File: config.mk
export PLATFORM = sky130hd
export DESIGN_NAME = floyd_steinberg_dither_rgb332_core
export DESIGN_NICKNAME = d
export VERILOG_FILES = /design/src/design/fsd_pkg.sv /design/src/design/fsd_ram.sv /design/src/design/fsd_lane.sv /design/src/design/fsd_merge.sv /design/src/design/floyd_steinberg_dither_rgb332_core.sv
export SDC_FILE = /design/constraint.sdc
export NUM_CORES = 2
export LEC_CHECK = 0
export ABC_AREA = 1
export ABC_CLOCK_PERIOD_IN_PS = 37000
export BUFFER_PORTS_ARGS = -buffer_cell sky130_fd_sc_hd__buf_2
export CORE_MARGIN = 1.5
export CORE_UTILIZATION = 60
export CTS_CLUSTER_SIZE = 14
export DETAILED_ROUTE_END_ITERATION = 6
export HOLD_SLACK_MARGIN = 0.1
export PLACE_DENSITY = 0.76
export RECOVER_POWER = 25
export SLEW_MARGIN = 15
export SYNTH_ARGS = -nofsm -noshare
export SYNTH_HDL_FRONTEND = slang
export SYNTH_HIERARCHICAL = 1
export SYNTH_SLANG_ARGS = --single-unit
File: constraint.sdc
create_clock -name clk -period 37 [get_ports clk]
set_input_delay 5.55 -clock clk [delete_from_list [all_inputs] [get_ports clk]]
set_output_delay 5.55 -clock clk [all_outputs]
set_load 0.005 [all_outputs]
File: src/design/fsd_pkg.sv
// Shared types, constants and quantizer helpers for the RGB332 dither core.
package fsd_pkg;

	// Geometry
	localparam int MAX_ROW_WIDTH = 80;
	localparam int COL_W         = $clog2(MAX_ROW_WIDTH);
	localparam int CNT_W         = $clog2(MAX_ROW_WIDTH + 1);
	localparam int WIDTH_W       = 7;
	localparam int CMP_W         = (CNT_W > WIDTH_W) ? CNT_W : WIDTH_W;
	localparam logic [WIDTH_W-1:0] ROW_WIDTH_RESET = WIDTH_W'(80);

	// Datapath widths
	localparam int PIX_W   = 8;
	localparam int ERR_W   = 12;  // accumulated error, sixteenths
	localparam int FRAC_W  = 4;   // divide by 16
	localparam int E_W     = 7;   // per-pixel quantization error, 0..84
	localparam int CARRY_W = 10;  // 7 * error
	localparam int LVL_W   = 3;

	// Quantizer
	localparam int FULL_SCALE = 255;
	localparam int RG_LEVELS  = 7;
	localparam int B_LEVELS   = 3;
	localparam int PROD_W     = 11;

	localparam logic [PIX_W-1:0] RG_EXPAND [RG_LEVELS+1] =
		'{8'd0, 8'd36, 8'd72, 8'd109, 8'd145, 8'd182, 8'd218, 8'd255};
	localparam logic [PIX_W-1:0] B_EXPAND [B_LEVELS+1] =
		'{8'd0, 8'd85, 8'd170, 8'd255};

	typedef enum logic {
		LANE_RG,
		LANE_B
	} fsd_lane_kind_t;

	typedef struct packed {
		logic [PIX_W-1:0] red_in;
		logic [PIX_W-1:0] green_in;
		logic [PIX_W-1:0] blue_in;
		logic             image_start;
	} fsd_pixel_t;

	typedef struct packed {
		logic [PIX_W-1:0] red_out;
		logic [PIX_W-1:0] green_out;
		logic [PIX_W-1:0] blue_out;
		logic [PIX_W-1:0] packed_rgb332;
		logic             row_end;
	} fsd_result_t;

	// Per-pixel control handed from the top level to every lane
	typedef struct packed {
		logic             rd_en;
		logic [COL_W-1:0] rd_addr;
		logic             adv;
		logic [COL_W-1:0] x;
		logic             last;
		logic             nop;
		logic [COL_W-1:0] prev_last;
	} fsd_ctl_t;

	typedef struct packed {
		logic [LVL_W-1:0] level;
		logic [PIX_W-1:0] value;
	} fsd_lane_out_t;

	// floor(7*v/255): count thresholds with 7*v >= 255*k
	function automatic logic [LVL_W-1:0] rg_level(input logic [PIX_W-1:0] v);
		logic [LVL_W-1:0] n;
		n = '0;
		for (int k = 1; k <= RG_LEVELS; k++) begin
			if (PROD_W'(v) * PROD_W'(RG_LEVELS) >= PROD_W'(FULL_SCALE * k))
				n = n + LVL_W'(1);
		end
		return n;
	endfunction

	// floor(3*v/255)
	function automatic logic [LVL_W-1:0] b_level(input logic [PIX_W-1:0] v);
		logic [LVL_W-1:0] n;
		n = '0;
		for (int k = 1; k <= B_LEVELS; k++) begin
			if (PROD_W'(v) * PROD_W'(B_LEVELS) >= PROD_W'(FULL_SCALE * k))
				n = n + LVL_W'(1);
		end
		return n;
	endfunction

endpackage

File: src/design/fsd_ram.sv
// Generic single-write, single-read RAM with registered read data.
module fsd_ram #(
	parameter int WIDTH = 8,
	parameter int DEPTH = 16
) (
	input  logic                     clk,
	input  logic                     wr_en,
	input  logic [$clog2(DEPTH)-1:0] wr_addr,
	input  logic [WIDTH-1:0]         wr_data,
	input  logic                     rd_en,
	input  logic [$clog2(DEPTH)-1:0] rd_addr,
	output logic [WIDTH-1:0]         rd_data
);

	logic [WIDTH-1:0] mem_q [DEPTH];

	always_ff @(posedge clk) begin
		if (wr_en)
			mem_q[wr_addr] <= wr_data;
		if (rd_en)
			rd_data <= mem_q[rd_addr];
	end

endmodule

File: src/design/fsd_lane.sv
// One color channel: error gather, quantize, and diffusion into the line store.
module fsd_lane (
	input  logic                         clk,
	input  fsd_pkg::fsd_lane_kind_t      kind,
	input  fsd_pkg::fsd_ctl_t            ctl,
	input  logic [fsd_pkg::PIX_W-1:0]    pix,
	output fsd_pkg::fsd_lane_out_t       lane_out
);

	logic                          wr_en;
	logic [fsd_pkg::COL_W-1:0]     wr_addr;
	logic [fsd_pkg::ERR_W-1:0]     wr_data;
	logic [fsd_pkg::ERR_W-1:0]     rd_data;

	logic                          byp_hit_s1;
	logic [fsd_pkg::ERR_W-1:0]     byp_data_s1;

	logic [fsd_pkg::CARRY_W-1:0]   carry_q;
	logic [fsd_pkg::ERR_W-1:0]     pend_prev_q;
	logic [fsd_pkg::E_W-1:0]       pend_cur_q;
	logic [fsd_pkg::ERR_W-1:0]     tail0_q;
	logic [fsd_pkg::E_W-1:0]       tail1_q;

	logic [fsd_pkg::ERR_W-1:0]     mem_val;
	logic [fsd_pkg::CNT_W-1:0]     x_ext;
	logic [fsd_pkg::CNT_W-1:0]     pl_ext;
	logic [fsd_pkg::ERR_W-1:0]     below;
	logic [fsd_pkg::ERR_W-1:0]     err_sum;
	logic [fsd_pkg::PIX_W:0]       v_sum;
	logic [fsd_pkg::PIX_W-1:0]     v;
	logic [fsd_pkg::LVL_W-1:0]     level;
	logic [fsd_pkg::PIX_W-1:0]     value;
	logic [fsd_pkg::E_W-1:0]       e;
	logic [fsd_pkg::ERR_W-1:0]     e_ext;
	logic [fsd_pkg::ERR_W-1:0]     pend_next;
	logic [fsd_pkg::CARRY_W-1:0]   carry_next;

	fsd_ram #(
		.WIDTH(fsd_pkg::ERR_W),
		.DEPTH(fsd_pkg::MAX_ROW_WIDTH)
	) u_line (
		.clk    (clk),
		.wr_en  (wr_en),
		.wr_addr(wr_addr),
		.wr_data(wr_data),
		.rd_en  (ctl.rd_en),
		.rd_addr(ctl.rd_addr),
		.rd_data(rd_data)
	);

	// RAM reads old data; catch a same-edge write to the address being fetched
	always_ff @(posedge clk) begin
		if (ctl.rd_en) begin
			byp_hit_s1  <= wr_en && (wr_addr == ctl.rd_addr);
			byp_data_s1 <= wr_data;
		end
	end

	assign mem_val = byp_hit_s1 ? byp_data_s1 : rd_data;
	assign x_ext   = fsd_pkg::CNT_W'(ctl.x);
	assign pl_ext  = fsd_pkg::CNT_W'(ctl.prev_last);

	// Entries below the last pixel of the previous row live in the RAM,
	// the last two in tail registers, anything further was never written.
	always_comb begin
		if (ctl.nop)
			below = '0;
		else if (x_ext < pl_ext)
			below = mem_val;
		else if (x_ext == pl_ext)
			below = tail0_q;
		else if (x_ext == pl_ext + fsd_pkg::CNT_W'(1))
			below = fsd_pkg::ERR_W'(tail1_q);
		else
			below = '0;
	end

	assign err_sum = below + ((ctl.x != '0) ? fsd_pkg::ERR_W'(carry_q) : '0);
	assign v_sum   = {1'b0, pix}
		+ (fsd_pkg::PIX_W+1)'(err_sum[fsd_pkg::ERR_W-1:fsd_pkg::FRAC_W]);
	assign v       = v_sum[fsd_pkg::PIX_W] ? '1 : v_sum[fsd_pkg::PIX_W-1:0];

	always_comb begin
		unique case (kind)
			fsd_pkg::LANE_RG: begin
				level = fsd_pkg::rg_level(v);
				value = fsd_pkg::RG_EXPAND[level];
			end
			fsd_pkg::LANE_B: begin
				level = fsd_pkg::b_level(v);
				value = fsd_pkg::B_EXPAND[level[1:0]];
			end
		endcase
	end

	// floor quantizer, so the error is never negative
	assign e     = fsd_pkg::E_W'(v - value);
	assign e_ext = fsd_pkg::ERR_W'(e);

	// 3/16 lower-left closes entry x-1; 5/16 and 1/16 stay pending
	assign wr_en      = ctl.adv && (ctl.x != '0);
	assign wr_addr    = ctl.x - fsd_pkg::COL_W'(1);
	assign wr_data    = pend_prev_q + (e_ext << 1) + e_ext;
	assign pend_next  = ((ctl.x != '0) ? fsd_pkg::ERR_W'(pend_cur_q) : '0)
		+ (e_ext << 2) + e_ext;
	assign carry_next = fsd_pkg::CARRY_W'({e, 3'b000}) - fsd_pkg::CARRY_W'(e);

	always_ff @(posedge clk) begin
		if (ctl.adv) begin
			carry_q     <= carry_next;
			pend_prev_q <= pend_next;
			pend_cur_q  <= e;
			if (ctl.last) begin
				tail0_q <= pend_next;
				tail1_q <= e;
			end
		end
	end

	assign lane_out.level = level;
	assign lane_out.value = value;

endmodule

File: src/design/fsd_merge.sv
// Output register: combines the three lanes into one result and packs 3:3:2.
module fsd_merge (
	input  logic                      clk,
	input  logic                      arst_n,
	input  logic                      load,
	input  logic                      row_end,
	input  fsd_pkg::fsd_lane_out_t    red_lane,
	input  fsd_pkg::fsd_lane_out_t    green_lane,
	input  fsd_pkg::fsd_lane_out_t    blue_lane,
	output logic                      result_valid,
	input  logic                      result_ready,
	output fsd_pkg::fsd_result_t      result
);

	logic                 valid_q;
	fsd_pkg::fsd_result_t result_q;

	always_ff @(posedge clk or negedge arst_n) begin
		if (!arst_n) begin
			valid_q <= 1'b0;
		end else if (load) begin
			valid_q <= 1'b1;
		end else if (result_ready) begin
			valid_q <= 1'b0;
		end
	end

	always_ff @(posedge clk) begin
		if (load) begin
			result_q.red_out       <= red_lane.value;
			result_q.green_out     <= green_lane.value;
			result_q.blue_out      <= blue_lane.value;
			result_q.packed_rgb332 <= {red_lane.level, green_lane.level,
				blue_lane.level[1:0]};
			result_q.row_end       <= row_end;
		end
	end

	assign result_valid = valid_q;
	assign result       = result_q;

endmodule

File: src/design/floyd_steinberg_dither_rgb332_core.sv
// Top level of the Floyd-Steinberg RGB888 to RGB332 dither core.
// Takes one RGB888 pixel per clock in raster order while pixel_ready is
// high and returns one dithered pixel per input: the three channel values
// expanded back to 8 bits, the packed 3:3:2 byte and a row_end flag.
// Throughput is one pixel per clock while the output is not stalled; a
// transferred pixel waits in the compute stage until the output register
// is free or being drained. The rate is set by the right-neighbor error
// loop in each channel lane (gather, divide by 16, clamp, quantize, 7/16
// feedback), which closes combinationally around the carry register. Three
// lanes (red, green, blue) run side by side and an output register merges
// them. Each lane keeps the next row's error in a line RAM of MAX_ROW_WIDTH
// entries with registered read; the read is issued at the pixel transfer,
// so the RAM port sets the stage ahead of the output register. The last
// two entries of each row sit in tail registers, and a tracked previous-row
// end stands in for clearing, so there is no clearing pass after reset or
// at image start. row_width is written through the cfg port (always ready)
// and must only change while no pixel is in flight; 0 acts as 1 and values
// above MAX_ROW_WIDTH act as MAX_ROW_WIDTH.
module floyd_steinberg_dither_rgb332_core (
	input  logic                           clk,
	input  logic                           arst_n,
	input  logic                           cfg_valid,
	output logic                           cfg_ready,
	input  logic [fsd_pkg::WIDTH_W-1:0]    cfg_data,
	input  logic                           pixel_valid,
	output logic                           pixel_ready,
	input  fsd_pkg::fsd_pixel_t            pixel,
	output logic                           result_valid,
	input  logic                           result_ready,
	output fsd_pkg::fsd_result_t           result
);

	logic [fsd_pkg::WIDTH_W-1:0]   row_width_q;
	logic [fsd_pkg::CMP_W-1:0]     rw_ext;
	logic [fsd_pkg::CMP_W-1:0]     w_eff;

	// Position tracking, advanced at each pixel transfer
	logic [fsd_pkg::COL_W-1:0]     col_q;
	logic                          nop_q;     // current row has no row above
	logic                          accept;
	logic [fsd_pkg::COL_W-1:0]     x_acc;
	logic                          nop_acc;
	logic                          last_acc;

	// Compute stage
	logic                          valid_s1;
	fsd_pkg::fsd_pixel_t           pixel_s1;
	logic [fsd_pkg::COL_W-1:0]     x_s1;
	logic                          last_s1;
	logic                          nop_s1;
	logic                          adv;
	logic [fsd_pkg::COL_W-1:0]     prev_last_q;

	fsd_pkg::fsd_ctl_t             ctl;
	fsd_pkg::fsd_lane_out_t        red_lane;
	fsd_pkg::fsd_lane_out_t        green_lane;
	fsd_pkg::fsd_lane_out_t        blue_lane;

	// Config register, written whenever a transfer happens
	assign cfg_ready = 1'b1;

	always_ff @(posedge clk or negedge arst_n) begin
		if (!arst_n) begin
			row_width_q <= fsd_pkg::ROW_WIDTH_RESET;
		end else if (cfg_valid && cfg_ready) begin
			row_width_q <= cfg_data;
		end
	end

	// Effective width: clamp to 1..MAX_ROW_WIDTH
	assign rw_ext = fsd_pkg::CMP_W'(row_width_q);

	always_comb begin
		if (rw_ext == '0)
			w_eff = fsd_pkg::CMP_W'(1);
		else if (rw_ext > fsd_pkg::CMP_W'(fsd_pkg::MAX_ROW_WIDTH))
			w_eff = fsd_pkg::CMP_W'(fsd_pkg::MAX_ROW_WIDTH);
		else
			w_eff = rw_ext;
	end

	// Flow control: s1 moves into the output register when it is free
	// or being drained, so a new pixel enters behind a waiting result.
	assign adv         = valid_s1 && (!result_valid || result_ready);
	assign pixel_ready = !valid_s1 || adv;
	assign accept      = pixel_valid && pixel_ready;

	// Image start restarts the column and drops the row above
	assign x_acc    = pixel.image_start ? '0 : col_q;
	assign nop_acc  = pixel.image_start || nop_q;
	assign last_acc = (fsd_pkg::CMP_W'(x_acc) + fsd_pkg::CMP_W'(1)) >= w_eff;

	always_ff @(posedge clk or negedge arst_n) begin
		if (!arst_n) begin
			col_q <= '0;
			nop_q <= 1'b1;
		end else if (accept) begin
			col_q <= last_acc ? '0 : x_acc + fsd_pkg::COL_W'(1);
			nop_q <= last_acc ? 1'b0 : nop_acc;
		end
	end

	always_ff @(posedge clk or negedge arst_n) begin
		if (!arst_n) begin
			valid_s1 <= 1'b0;
		end else if (accept) begin
			valid_s1 <= 1'b1;
		end else if (adv) begin
			valid_s1 <= 1'b0;
		end
	end

	always_ff @(posedge clk) begin
		if (accept) begin
			pixel_s1 <= pixel;
			x_s1     <= x_acc;
			last_s1  <= last_acc;
			nop_s1   <= nop_acc;
		end
	end

	// Column of the last pixel of the finished row; selects RAM vs tails
	always_ff @(posedge clk or negedge arst_n) begin
		if (!arst_n) begin
			prev_last_q <= '0;
		end else if (adv && last_s1) begin
			prev_last_q <= x_s1;
		end
	end

	always_comb begin
		ctl.rd_en     = accept;
		ctl.rd_addr   = x_acc;
		ctl.adv       = adv;
		ctl.x         = x_s1;
		ctl.last      = last_s1;
		ctl.nop       = nop_s1;
		ctl.prev_last = prev_last_q;
	end

	fsd_lane u_red (
		.clk     (clk),
		.kind    (fsd_pkg::LANE_RG),
		.ctl     (ctl),
		.pix     (pixel_s1.red_in),
		.lane_out(red_lane)
	);

	fsd_lane u_green (
		.clk     (clk),
		.kind    (fsd_pkg::LANE_RG),
		.ctl     (ctl),
		.pix     (pixel_s1.green_in),
		.lane_out(green_lane)
	);

	fsd_lane u_blue (
		.clk     (clk),
		.kind    (fsd_pkg::LANE_B),
		.ctl     (ctl),
		.pix     (pixel_s1.blue_in),
		.lane_out(blue_lane)
	);

	fsd_merge u_merge (
		.clk         (clk),
		.arst_n      (arst_n),
		.load        (adv),
		.row_end     (last_s1),
		.red_lane    (red_lane),
		.green_lane  (green_lane),
		.blue_lane   (blue_lane),
		.result_valid(result_valid),
		.result_ready(result_ready),
		.result      (result)
	);

endmodule

Word level (Yosys, flattened, before mapping)
Memories as Yosys holds them, arrays and structs flattened. A register that Yosys moved wholly into a read port is not among the register bits.
Index checks and enable logic that the tools add are counted.
{"block": "totals", "wordCells": 188, "memories": 5, "in_bits": 37, "out_inout_bits": 36, "mem_bits_rw": 2880, "mem_bits_ro": 128, "regBits": 271}
{"block": "classes", "n_mux": 59, "n_bitwise": 3, "reduce_logical": 15, "addsub": 41, "eq_ne": 3, "multipliers": 3, "order_cmp": 23}
{"name": "u_blue.u_line.mem_q", "words": 80, "word_bits": 12, "read_ports": 1, "rd_ports_with_merged_regs": 1, "write_ports": 1, "line_no": "fsd_ram.sv:15", "source": "logic [WIDTH-1:0] mem_q [DEPTH];"}
{"name": "u_green.u_line.mem_q", "words": 80, "word_bits": 12, "read_ports": 1, "rd_ports_with_merged_regs": 1, "write_ports": 1, "line_no": "fsd_ram.sv:15"}
{"name": "u_red.u_line.mem_q", "words": 80, "word_bits": 12, "read_ports": 1, "rd_ports_with_merged_regs": 1, "write_ports": 1, "line_no": "fsd_ram.sv:15"}
{"name": "(no name shown)", "words": 8, "word_bits": 8, "read_ports": 1, "rd_ports_with_merged_regs": 0, "write_ports": 0, "line_no": "fsd_lane.sv:87", "source": "value = fsd_pkg::RG_EXPAND[level];"}
{"name": "(no name shown)", "words": 8, "word_bits": 8, "read_ports": 1, "rd_ports_with_merged_regs": 0, "write_ports": 0, "line_no": "fsd_lane.sv:87"}
{"op": "12-bit two-way mux", "n": 12}
{"op": "12-bit by 7-bit adder with 12-bit output", "n": 6}
{"op": "8-bit two-way mux", "n": 9}
{"op": "7-bit two-way mux", "n": 10}
{"op": "11-bit greater-or-equal comparator (second input constant)", "n": 6}
{"op": "11-bit by 10-bit greater-or-equal comparator with 1-bit output (second input constant)", "n": 4}
{"op": "12-bit adder", "n": 3}
{"op": "12-bit by 8-bit adder with 12-bit output", "n": 3}
{"op": "12-bit by 9-bit adder with 12-bit output", "n": 3}
{"op": "3-bit two-way mux", "n": 12}
{"op": "3-bit by 1-bit adder with 3-bit output (second input constant)", "n": 10}
{"op": "10-bit two-way mux", "n": 3}
{"op": "10-bit by 7-bit subtractor with 10-bit output", "n": 3}
{"op": "8-bit by 8-bit adder with 9-bit output", "n": 3}
{"op": "11-bit by 8-bit greater-or-equal comparator with 1-bit output (second input constant)", "n": 2}
{"op": "11-bit by 9-bit greater-or-equal comparator with 1-bit output (second input constant)", "n": 2}
{"op": "8-bit by 3-bit multiplier with 11-bit output (second input constant)", "n": 2}
{"op": "7-bit == test", "n": 3}
{"op": "7-bit subtractor", "n": 3}
{"op": "8-bit binary-select mux with 2-bit select", "n": 1}
{"op": "7-bit by 1-bit adder with 7-bit output (second input constant)", "n": 2}
{"op": "10-bit greater-or-equal comparator (second input constant)", "n": 1}
{"op": "10-bit by 8-bit greater-or-equal comparator with 1-bit output (second input constant)", "n": 1}
{"op": "10-bit by 9-bit greater-or-equal comparator with 1-bit output (second input constant)", "n": 1}
{"op": "other kinds (20)", "n": 42}

Logic depth before layout (Yosys ltp)
{"block": "depth", "word_depth": 31, "ltp_mapped": 88, "depth_no_buf": 88}

Hierarchy
The synthesis kept the hierarchy.
{"mod": "fsd_ram at u_green.u_line ...", "cells_per_inst": 3211, "seq_area_each_um2": 29188.0, "n_inst": 2, "area_each_um2": 39298.9}
{"mod": "fsd_ram at u_blue.u_line", "cells_per_inst": 3211, "seq_area_each_um2": 29188.0, "n_inst": 1, "area_each_um2": 39322.7}
{"mod": "fsd_lane at u_green", "cells_per_inst": 855, "seq_area_each_um2": 1651.6, "n_inst": 1, "area_each_um2": 6729.0}
{"mod": "fsd_lane at u_blue", "cells_per_inst": 869, "seq_area_each_um2": 1651.6, "n_inst": 1, "area_each_um2": 6725.2}
{"mod": "fsd_lane at u_red", "cells_per_inst": 852, "seq_area_each_um2": 1651.6, "n_inst": 1, "area_each_um2": 6683.9}
{"mod": "floyd_steinberg_dither_rgb332_core", "cells_per_inst": 193, "seq_area_each_um2": 1570.3, "n_inst": 1, "area_each_um2": 2408.6}
{"mod": "fsd_merge", "cells_per_inst": 38, "seq_area_each_um2": 1016.0, "n_inst": 1, "area_each_um2": 1031.0}

Least setup slack after synthesis
OpenSTA, ideal clock, no wires.
{"block": "synth_path", "path_kind": "register -> register", "startpoint": "register x_s1[4] (netlist name)", "endpoint": "register u_red/byp_data_s1[10] (netlist name), data pin", "arrival_time_ns": 15.531, "path_stages_with_launch": 73, "t_required_ns": 36.140, "setup_time_ns": 0.860, "synth_period_minus_slack_ns": 16.391, "path_slack_ns": 20.609, "n_path_buf": 0, "cell_sequence": "edfxtp_1 -> ha_1 -> inv_1 -> nor2_1 -> nand2_1 -> nor4_1 -> a221oi_1 -> a311oi_1 -> ha_1 -> a21oi_1 -> o21ai_0 -> a21oi_1 -> o21ai_0 -> a21oi_1 -> nor2_1 -> xor2_1 -> ha_1 -> inv_1 -> [37 not listed] -> ha_1 -> inv_1 -> fa_1 -> xor2_1 -> inv_1 -> fa_1 -> inv_1 -> ha_1 -> nand3_1 -> nand2_1 -> a21oi_1 -> inv_1 -> a21oi_1 -> nor2_1 -> nor2_1 -> o21bai_1 -> nand2_1 -> a21boi_0"}
{"element": "start, declared", "line_no": "floyd_steinberg_dither_rgb332_core.sv:48", "source": "logic [fsd_pkg::COL_W-1:0] x_s1;"}
{"element": "start signal, assigned", "line_no": "floyd_steinberg_dither_rgb332_core.sv:116", "source": "x_s1 <= x_acc;"}
{"element": "end signal, assigned", "line_no": "fsd_lane.sv:55", "source": "byp_data_s1 <= wr_data;"}
{"element": "end, declared", "line_no": "fsd_lane.sv:16", "source": "logic [fsd_pkg::ERR_W-1:0] byp_data_s1;"}

==> qor.yml <==
status:
  outcome: "finished with violations"
  violations: "capacitance limit, slew limit"
routing:
  routedWlPerCell_microns: 22.5
  via_count: 96486
  vias_per_cell: 6.03
  first_pass_iters: 7
  dr.first_iter.drc_count: 11997
  ant_nets: 0
  drc_errors: 0
  wl_microns: 360000
timing:
  period_share_pct: 44.7
  worst_slew_margin_rel_pct: -525
  clock-skew-final_ns: 0.0666
  period_needed_ns: 16.56
  slew_violations: 771
  rsz0062_at_grt: "no"
  hold_violations: 0
  setup_viol: 0
  finalSetupTns_ns: 0
  tightest_slew_ns: 9.37
  fmax_mhz: 60.4
critical_path:
  cp_common_cell: "inv_1"
  critPathSlowestCell: "nor3_1"
  worst-r2r-cell-count: 75
  crit_required_ns: 37.62
  crit_fanout: 81
  critPathCaptureType: "flop"
  startpoint_type: "flop"
  worstSetupPathType: "flop to flop"
  rr_endpoint: "u_red/u_line/mem_q[10][9]"
  cp_data_arrival_time_ns: 17.18
  timing.rr.start: "prev_last_q[2]"
  ff2ff_setup_slack_ns: 20.44
  cpPeakStageDelay_ns: 0.71
cts:
  cts_tree: "built"
  cts_buffers: 332
  cts_root_buffer: "clkbuf_16"
  cts.repair.resized: 0
  cts_hold_buffers: 0
  clock_sinks: 3171
  path_clk_slew_ns: 0.06
  cts_max_level: 5
  clkLatencyLatePin_ns: 0.97
  clockBufferDepth: 4
  post_cts_buffers: 0
placement:
  place_hpwl_microns: 206000
  dp_cells: 15432
  port_buffers: 71
  routabilityCongestion: 0.898
layout:
  final_layout_size_suffix_gt1_share_pct: 6.68
  area_growth_pct: 9.33
  stdcell_count: 16007
  nets: 12997
synth:
  syn_inst: 12439
  syn_area_sq_um: 141000
  syn_avg_cell_area_sq_um: 11.4
  yosysWarnings: 6
floorplanning:
  floorplan.rows: 178
  die_w_microns: 489
  boundaryPins: 73
  dieArea_sq_um: 239000
  core_area_sq_um: 235000
  initial_core_util_pct: 60.3
  fp.dieH_microns: 489
global_routing:
  grt_pass1_vias: 93512
  grt_pass1_wl_microns: 543000
  overflow: 0
  grt_max_degree: 216
  antenna_found_initial: 4
  track_usage_pct: 29.7
hold_path:
  hold_path_depth: 2
  hp-class: "flop to flop"
  whs_endpoint: "col_q[1]"
  min_from: "col_q[1]"
flow_run:
  maxCapViolations: 12
==> stage by stage <==
| step | area, sq um | setup WS (ns) | utilization, % | hold WS, ns |
|---|---|---|---|---|
| after floorplan | 142000 | 20.61 | - | 0.477 |
| after global placement | 145000 | 20.60 | 61.7 | 0.494 |
| after detailed placement | 145000 | 20.43 | 61.7 | 0.514 |
| after CTS | 155000 | 20.41 | 66.0 | 0.533 |
| after global routing | 155000 | 19.11 | 65.9 | 0.538 |
| final | 155000 | 20.44 | 65.9 | 0.489 |
==> area by class of cell <==
type	instances	area, sq um
Fill cell	17022	80000
Multi-Input combinational cell	8289	41700
Antenna cell	4	10.0
Sequential cell	3171	95100
Timing Repair Buffer	245	1520
Inverter	579	2230
Tap cell	3150	3940
Clock inverter	157	1380
Clock buffer	412	8770
==> layout by cell type (no fill, tap or decap), drive strengths merged, types with 38 or more instances in the layout <==
| cell type | count |
|---|---|
| nor2 | 772 |
| inv | 577 |
| clkinv | 127 |
| nand2 | 3412 |
| a21oi | 171 |
| o22ai | 84 |
| fa | 72 |
| conb | 253 |
| buf | 132 |
| nor3 | 38 |
| clkbuf | 525 |
| edfxtp | 3147 |
| o21ai | 444 |
| nand3 | 2348 |
| ha | 270 |
| xnor2 | 50 |
| o221ai | 63 |
| xor2 | 112 |
==> worst max-delay path, delay by kind of cell (launching register included) <==
family / cells / cell delay, ns
and+or+nand+nor: 32 / 4.20
AOI/OAI and AO/OA: 10 / 2.65
DFF: 1 / 0.70
adders and majority gates: 14 / 4.94
buffers and inverters: 13 / 2.24
xor gates and xnor gates: 6 / 1.43
==> layer usage <==
layer	routed length, microns	up-vias	track usage, %
met5	0	-	0
met4	15500	0	12.7
met3	33500	861	4.96
met2	172000	5117	48.2
met1	139000	46791	39.8
li1	-	43717	-
==> how the worst max path moves through the flow <==
stage                     slack [ns]            from  cells past startpoint                         to
after floorplan                20.61         x_s1[4]                     72      u_red/byp_data_s1[10]
after global placement         20.60  prev_last_q[2]                     73   u_red/u_line/mem_q[4][9]
after detailed placement       20.43  prev_last_q[2]                     75  u_red/u_line/mem_q[14][9]
after CTS                      20.41  prev_last_q[2]                     75  u_red/u_line/mem_q[72][9]
after global routing           19.11  prev_last_q[2]                     76  u_red/u_line/mem_q[74][9]
final                          20.44  prev_last_q[2]                     75  u_red/u_line/mem_q[10][9]
==> sequential cells by signal, summed over array words and instances, names as in the netlist, 12 cells and up <==
signal	flops
pixel_s1	24
u_blue/u_line/rd_data	12
u_green/u_line/mem_q	960
u_green/u_line/rd_data	12
u_red/u_line/rd_data	12
u_merge/result	33
u_red/u_line/mem_q	960
u_blue/u_line/mem_q	960
Power is left out: the tool's default activity adds up to more than one toggle a clock period on the data nets, which glitch-free logic cannot reach.
